**src/rtl/core/tagged_start_stop_latency_monitor_macros.svh**
```systemverilog
// Assertion macros shared by the monitor RTL.
`ifndef TAGGED_START_STOP_LATENCY_MONITOR_MACROS_SVH
`define TAGGED_START_STOP_LATENCY_MONITOR_MACROS_SVH

// Check a consequent in the same cycle as its antecedent.
`define TSSLM_CHECK_IMM(lbl, ante, cons) \
  lbl: assert property (@(posedge clk) disable iff (!rst_n) (ante) |-> (cons)) \
    else $error("tsslm check failed");

// Check a consequent in the cycle after its antecedent.
`define TSSLM_CHECK_NXT(lbl, ante, cons) \
  lbl: assert property (@(posedge clk) disable iff (!rst_n) (ante) |=> (cons)) \
    else $error("tsslm check failed");

`endif

```
**src/rtl/core/tsslm_pkg.sv**
```systemverilog
`timescale 1ns / 1ps
package tsslm_pkg;

  localparam int TS_W       = 64;
  localparam int GRP_W      = 32;
  localparam int TAG_W      = 32;
  localparam int CPU_W      = 12;
  localparam int CNT_W      = 64;
  localparam int STATUS_W   = 3;
  localparam int IN_DATA_W  = 144;
  localparam int OUT_DATA_W = 400;
  localparam int IN_PAD_W   = IN_DATA_W - (TS_W + GRP_W + TAG_W + CPU_W + 2);
  localparam int OUT_PAD_W  = OUT_DATA_W - (3 * TS_W + 2 * CNT_W + GRP_W + TAG_W + CPU_W);

  typedef enum logic [STATUS_W-1:0] {
    ST_IGNORED   = 3'd0,
    ST_STORED    = 3'd1,
    ST_FULL      = 3'd2,
    ST_NO_SWITCH = 3'd3,
    ST_MISSING   = 3'd4,
    ST_NEGATIVE  = 3'd5,
    ST_SINK_FULL = 3'd6,
    ST_SAMPLE    = 3'd7
  } status_t;

  localparam logic OP_START = 1'b0;
  localparam logic OP_END   = 1'b1;

  typedef struct packed {
    logic [IN_PAD_W-1:0] pad;
    logic                sink_ready;
    logic [CPU_W-1:0]    cpu_id;
    logic                switch_mark;
    logic [TAG_W-1:0]    thread_tag;
    logic [GRP_W-1:0]    group_id;
    logic [TS_W-1:0]     timestamp;
  } in_beat_t;

  typedef struct packed {
    logic [OUT_PAD_W-1:0] pad;
    logic [CNT_W-1:0]     class_count;
    logic [CNT_W-1:0]     status_count;
    logic [CPU_W-1:0]     sample_cpu;
    logic [TAG_W-1:0]     sample_thread;
    logic [GRP_W-1:0]     sample_group;
    logic [TS_W-1:0]      latency;
    logic [TS_W-1:0]      end_time;
    logic [TS_W-1:0]      start_time;
  } out_beat_t;

  typedef struct packed {
    logic            sub;
    logic [CNT_W-1:0] a;
    logic [CNT_W-1:0] b;
  } alu_req_t;

  typedef struct packed {
    logic            carry;
    logic [CNT_W-1:0] sum;
  } alu_rsp_t;

endpackage

```
**src/rtl/core/tsslm_alu.sv**
```systemverilog
`timescale 1ns / 1ps
module tsslm_alu (
  input  tsslm_pkg::alu_req_t req,
  output tsslm_pkg::alu_rsp_t rsp
);
  import tsslm_pkg::*;

  logic [CNT_W:0] total;

  // add, or subtract by two's complement; carry clear means borrow
  assign total = {1'b0, req.a} + {1'b0, req.b ^ {CNT_W{req.sub}}} + {{CNT_W{1'b0}}, req.sub};
  assign rsp.carry = total[CNT_W];
  assign rsp.sum   = total[CNT_W-1:0];

endmodule

```
**config.mk**
```make
export PLATFORM = sky130hd
export DESIGN_NAME = tsslm_alu
export DESIGN_NICKNAME = d
export VERILOG_FILES = /design/src/rtl/core/tagged_start_stop_latency_monitor_macros.svh /design/src/rtl/core/tsslm_pkg.sv /design/src/rtl/core/tsslm_alu.sv
export SDC_FILE = /design/constraint.sdc
export NUM_CORES = 1
export LEC_CHECK = 0
export BUFFER_PORTS_ARGS = -buffer_cell sky130_fd_sc_hd__buf_4
export CORE_UTILIZATION = 55
export DETAILED_ROUTE_END_ITERATION = 7
export PLACE_DENSITY = 0.9
export SETUP_SLACK_MARGIN = 0.02
export SLEW_MARGIN = 20
export SYNTH_ARGS = -nofsm -noshare
export SYNTH_HDL_FRONTEND = slang
export SYNTH_SLANG_ARGS = --single-unit
```
**constraint.sdc**
```tcl
create_clock -name vclk -period 14.8
set_input_delay 3.7 -clock vclk [all_inputs]
set_output_delay 3.7 -clock vclk [all_outputs]
set_load 0.005 [all_outputs]
```
# Word level (Yosys, flattened, before mapping)
# Index checks and enable logic that the tools add are counted.
dict set report totals {
  wordCells 3
  out_inout_bits 65
  register_bits 0
  input_bits 129
}
dict set report op_classes {
  n_addsub 2
  bitwise_logic 1
}
# op n
set ops {}
lappend ops {{64-bit by 64-bit adder with 65-bit output} 1}
lappend ops {{65-bit by 1-bit adder with 65-bit output} 1}
lappend ops {{64-bit XOR} 1}

# Depth between registers and ports, before layout
# Gate-level depths: netlist of run 1.
dict set report depth {
  depth_word 3
  mapped_depth 14
  ltp_nobuf 12
}

# Worst setup path after synthesis of run 1
# OpenSTA, ideal clock, no wires.
dict set report synth_timing {
  path_type {in2out}
  startpoint {input port req[128] in the netlist's numbering}
  endpoint {output port rsp[63] in the netlist's numbering}
  stages 13
  slack_ns 4.486
  n_path_buf 2
  required_ns 11.100
  arrival_ns 6.614
  cell_sequence {buf_2 > buf_1 > xor2_1 > ha_1 > nand4_2 > or4_4 > or2_4 > o211ai_2 > a221oi_2 > a211oi_2 > nor3_2 > o31ai_2 > xor2_1}
}
# element line
set synth_lines {}
lappend synth_lines {{from (decl)} tsslm_alu.sv:3} ;# input tsslm_pkg::alu_req_t req,
lappend synth_lines {{to (decl)} tsslm_alu.sv:4} ;# output tsslm_pkg::alu_rsp_t rsp

==> impl_results.md, run 1 <==
* Vias in the first global route at 5237
* Critical Path Fanout Max at 64
* Synth warn at 0
* Worst Setup Start Kind: primary input
* DRC Markers at 0
* Main combinational cell family by area after synthesis: compound AO/OA/AOI/OAI gates
* GP Congestion at roughly 1.1
* Mux share of post-synthesis cell area at 0.00440
* Distinct cells, synth at 71
* Register area at 0 µm²
* Commonest cells in the netlist: xor2_1 (86), a21oi_1 (82), ha_1 (69)
* Peak VDD IR at 0.0434 mV
* CP max stage delay at slightly above 900 ps
* # nets final at 1007
* Critical Path AT at 7500 ps
* Vias/cell at approximately 6.1
* Hold_sp: req[64]
* Initial antenna violation count at 0
* Status: finished, final reports clean
* Critical path type: primary input to output port
* Xor/xnor share of the synthesized area at 0.237
* Pin count of the biggest net entering global routing at 65
* Grt ovf at 0
* FFs & Latches at 0
* Share of layout cells above drive strength 1 at 0.273
* IO Pins at roughly 190
* CP required at 11100 ps
* Post-DP HPWL at 12.2 mm
* Post-Syn Instances at roughly 640
* Initial DRC Count at 358
* Wirelength per Cell at 16.1 µm
* Post-CTS setup buffers at 0
* Antenna cells at 0
* Post-Synth Simple-Gate Area at 0.182
* Final Max Tran Viols at 0
* Synth Cell Area at 0.00455 mm²
* Gr usage total at 0.320
* Cts hold-fix bufs at 0
* Initial core utilization at 0.577
* Seq/Total Area, Yosys at 0
* Clock buffer cells at 0
* Leakage at 2.95 nW
* Max Cap Viol at 0
* Area grow syn2layout at 31.6%
* Post-synthesis net count at 835
* Cell taking the most area after synthesis: ha_1
* Routed Antenna Nets at 0
* Final Cycle Share at 0.757
* Number of stages on the worst hold path at 3
* DIE AREA at 0.00865 mm²
* Final core utilization at 0.760
* Post-synthesis compound-gate area fraction at 0.335
* Routed WL at ~15 mm
* Rows at 32
* Slew HR at 0.252
* Pwr/cell area at 71.1 mW/mm²
* DP Worst Slack at 3680 ps
* CP endpoint kind: output port
* Hold EP: rsp[0]
* Most numerous cell in the Yosys netlist: xor2_1
* Final setup TNS at 0 ps
* First drt pass iteration count at 5
* Period minus WS final at 11200 ps
* Unrepaired setup endpoints after global routing: false
* Setup violators final at 0
* CP top delay family: compound AO/OA/AOI/OAI gates
* Fin cells at 908
* Worst-path cell chain: buf_4 > xor2_1 > ha_1 > a21oi_1 > o22ai_1 > a2111oi_0 > a31oi_1 > a31o_2 > a21oi_1 > xnor2_1 > buf_4
* Worst path bufs/invs at 2
* Final WS setup at 3600 ps
* Placed cells at just over 900
* Mean Syn Cell Area at between 7 and 8 µm²
* Die height at 93 µm
* Post-cts resize count at 0
* IO Port Bufs at 194
* Adder-Cell Fraction of Synth Area at 0.194
* Post-synth top area share at 0.190
* Core Footprint at 0.00789 mm²
* Count of final hold-check violations at 0
* Die W at 93 µm
* First-pass GRT wire length at 23.4 mm
* Most area-consuming cells after synthesis: ha_1 (19%), xor2_1 (17%), a21oi_1 (9.0%)
* Worst min path class: primary input to output port
* Fillers at about 630
* Vias at 5520
* Achievable Freq at 89.3 MHz
* Hold_ws at approximately 7700 ps
* Crit-path slowest cell: a2111oi_0
* Worst Tran Pin Value at between 1000 and 1500 ps
## metal layers
metal	global-route usage	part of all wire	wire length (µm)
met5	0	0	0
met4	0.0910	0.029	425
met3	0.0171	0.073	1060
met2	0.576	0.48	6970
met1	0.410	0.42	6120
## where the power goes
| part | switching (W) | internal [W] | total, W | leakage (nW) |
|---|---|---|---|---|
| combinational | 0.000219 | 0.000207 | 0.000426 | 2.95 |
| clock | 0 | 0 | 0 | 0 |
| sequential | 0 | 0 | 0 | 0 |
| total | 0.000219 | 0.000207 | 0.000426 | 2.95 |
## cells in the final DEF, fill, tap and decap left out, types with 5 or more instances in the layout
cell type,count
a21boi_0,5
a21o_1,32
a21oi_1,82
a31oi_1,7
and2_1,7
buf_4,194
ha_1,69
inv_1,20
nand2_1,61
nand2b_1,5
nand3_1,10
nand4_1,14
nor2_1,37
nor3_1,6
nor4_1,5
o21a_1,5
o21ai_0,34
o21bai_1,11
o31ai_1,5
xnor2_1,37
xor2_1,86
## through the flow
stage	cell area [µm²]	total power, W
2_1_floorplan	4550	0.000252
3_3_place_gp	5990	0.000410
3_5_place_dp	5990	0.000418
4_1_cts	5990	0.000421
5_1_grt	5990	0.000461
6_report	5990	0.000426
## cells by family (layout without fill, tap and decap cells)
family | count (synthesis) | count (layout)
AO/OA/AOI/OAI | 228 | 228
adder cells (fa/ha/maj) | 70 | 70
XOR/XNOR | 123 | 123
multiplexers | 2 | 2
AND/OR/NAND/NOR | 169 | 169
buffers and inverters | 44 | 214
## final cells by class
cell class	instances	area, µm²	area share
Inverter	20	75.1	0.0125
Multi-Input combinational cell	592	4330	0.723
Tap cell	102	128	0.0213
Timing Repair Buffer	194	1460	0.243
## worst max-delay path by stage
stage               depth (start not counted)  slack, ps     start  endpoint
CTS                                        14       3670  req[128]   rsp[58]
finish                                     11       3600  req[128]   rsp[57]
global placement                           11       3800  req[128]   rsp[61]
floorplan                                  13       4490  req[128]   rsp[63]
detailed placement                         14       3680  req[128]   rsp[58]
global route                               13       3350  req[128]   rsp[61]
Power figures use the tool's default switching activity.
==> run 2, diff against run 1 <==
- CORE_UTILIZATION: 55 -> 46
- PLACE_DENSITY: 0.9 -> 0.81
- clock period: 14.8 -> 9.7 ns (I/O delays scaled with it)
==> run 2 against run 1 <==
Net effect: sequential cell count did not move; critical path depth up 1; global-route usage shrank 5.0 points; setup slack lost 2500 ps; combinational power is 52% higher; largest cell class unchanged; largest power group unchanged.
==> impl_results.md, run 2 (synthesized netlist as in run 1, its figures left out) <==
* Crit-path slowest cell: a2111oi_0
* Routed Antenna Nets at 0
* Achievable Freq at 116 MHz
* Antenna cells at 0
* Placed cells at about 940
* Unrepaired setup endpoints after global routing: false
* Final Cycle Share at 0.885
* DRC Markers at 0
* Most used cell, CP: buf_4
* First drt pass iteration count at 5
* CP required at 7280 ps
* Core Footprint at around 0.0094 mm²
* Worst Tran Pin Value at just under 1000 ps
* GP Congestion at 0.988
* Critical path type: primary input to output port
* Peak VDD IR at about 0.054 mV
* Sw frac at 0.513
* Setup violators final at 0
* Worst Setup Start Kind: primary input
* Period minus WS final at 8590 ps
* Pwr/cell area at around 110 mW/mm²
* Hold EP: rsp[0]
* Post-CTS setup buffers at 0
* Highest-count cells in the layout ignoring fill and taps: buf_4 (195), xor2_1 (86), a21oi_1 (82)
* Critical Path Fanout Max at 44
* Wire length on met1 at 6.39 mm
* Rows at 35
* Vias/cell at 5.82
* FFs & Latches at 0
* Seq pwr share at 0
* Worst-path cell chain: buf_4 > buf_4 > xor2_1 > ha_1 > nand2_1 > a2111oi_0 > o311ai_1 > a31oi_1 > a31o_2 > o21ai_0 > xnor2_1 > buf_4
* Most common library cell in the layout ignoring fill and taps: buf_4
* Initial antenna violation count at 0
* Die W at 102 µm
* Psw at 0.000333 W
* Share of layout cells above drive strength 1 at 0.274
* Initial DRC Count at 233
* Number of stages on the worst hold path at 3
* Final setup TNS at 0 ps
* Clock power share at 0
* Leakage at 2.95 nW
* IO Pins at about 190
* CP top delay family: compound AO/OA/AOI/OAI gates
* Cts hold-fix bufs at 0
* Fin cells at 936
* First-pass GRT wire length at between 20 and 25 mm
* CP endpoint kind: output port
* # nets final at 1008
* Gr usage total at 0.270
* Post-cts resize count at 0
* Grt ovf at 0
* Vias at 5450
* Die height at 102 µm
* Worst min path class: primary input to output port
* Slew HR at 0.340
* Status: finished, final reports clean
* Critical Path AT at 6160 ps
* CP max stage delay at roughly 700 ps
* DIE AREA at 0.0103 mm²
* Clock buffer cells at 0
* IO Port Bufs at 194
* Met2 Wirelength at around 7.4 mm
* Vias in the first global route at 5078
* Uppermost layer routed: met4
* Comb pwr share at 1.000
* Register area at 0 µm²
* Hold_sp: req[64]
* Final Max Tran Viols at 0
* Max Cap Viol at 0
* Met3 Wirelength at 848 µm
* Worst path bufs/invs at 3
* Pint at 0.000316 W
* Area grow syn2layout at 32.5%
* Pin count of the biggest net entering global routing at 45
* Post-DP HPWL at between 10 and 15 mm
* Fillers at between 800 and 900
* Initial core utilization at 0.484
* Multi-input logic area at 0.00433 mm²
* Routed WL at roughly 15 mm
* Wirelength per Cell at roughly 16 µm
* Count of final hold-check violations at 0
-- run 2: cell count changes in the layout (fill, tap and decap cells not counted) --
cell,before,now
buf_4,194,195
-- run 2: worst max path at each step --
stage / startpoint / endpoint / slack, ps / depth (start not counted)
final: req[128] / rsp[53] / 1110 / 12
after floorplan: req[128] / rsp[63] / 1940 / 13
after detailed placement: req[128] / rsp[59] / 1210 / 12
after global placement: req[128] / rsp[53] / 1310 / 12
after global routing: req[128] / rsp[53] / 890 / 12
after CTS: req[128] / rsp[59] / 1180 / 12
-- run 2: metrics by stage --
stage	cell area [µm²]	setup slack (ps)	hold slack, ps	total power (W)	utilization
after CTS	6030	1180	5120	0.000643	0.641
after floorplan	4550	1940	4900	0.000385	-
after detailed placement	6030	1210	5120	0.000639	0.641
final	6030	1110	5120	0.000649	0.641
after global placement	6030	1310	5120	0.000630	0.641
after global routing	6030	892	5140	0.000703	0.641
-- run 2: final cells by class --
cell class	count	share of cell area
tap	129	0.0267
timing repair buffer	195	0.243
inverter	20	0.0124
multi-input combinational	592	0.718
-- run 2: metal layers --
layer  vias up  track usage
li1       2682            -
met2       223        0.504
met5         -            0
met1      2531        0.347
met4         0       0.0346
met3        14       0.0138
-- run 2: power by group through the flow --
stage	logic, W	clock network [W]	registers (W)
after floorplan	0.000385	0	0
after CTS	0.000643	0	0
final	0.000649	0	0
after global routing	0.000703	0	0
after global placement	0.000630	0	0
after detailed placement	0.000639	0	0
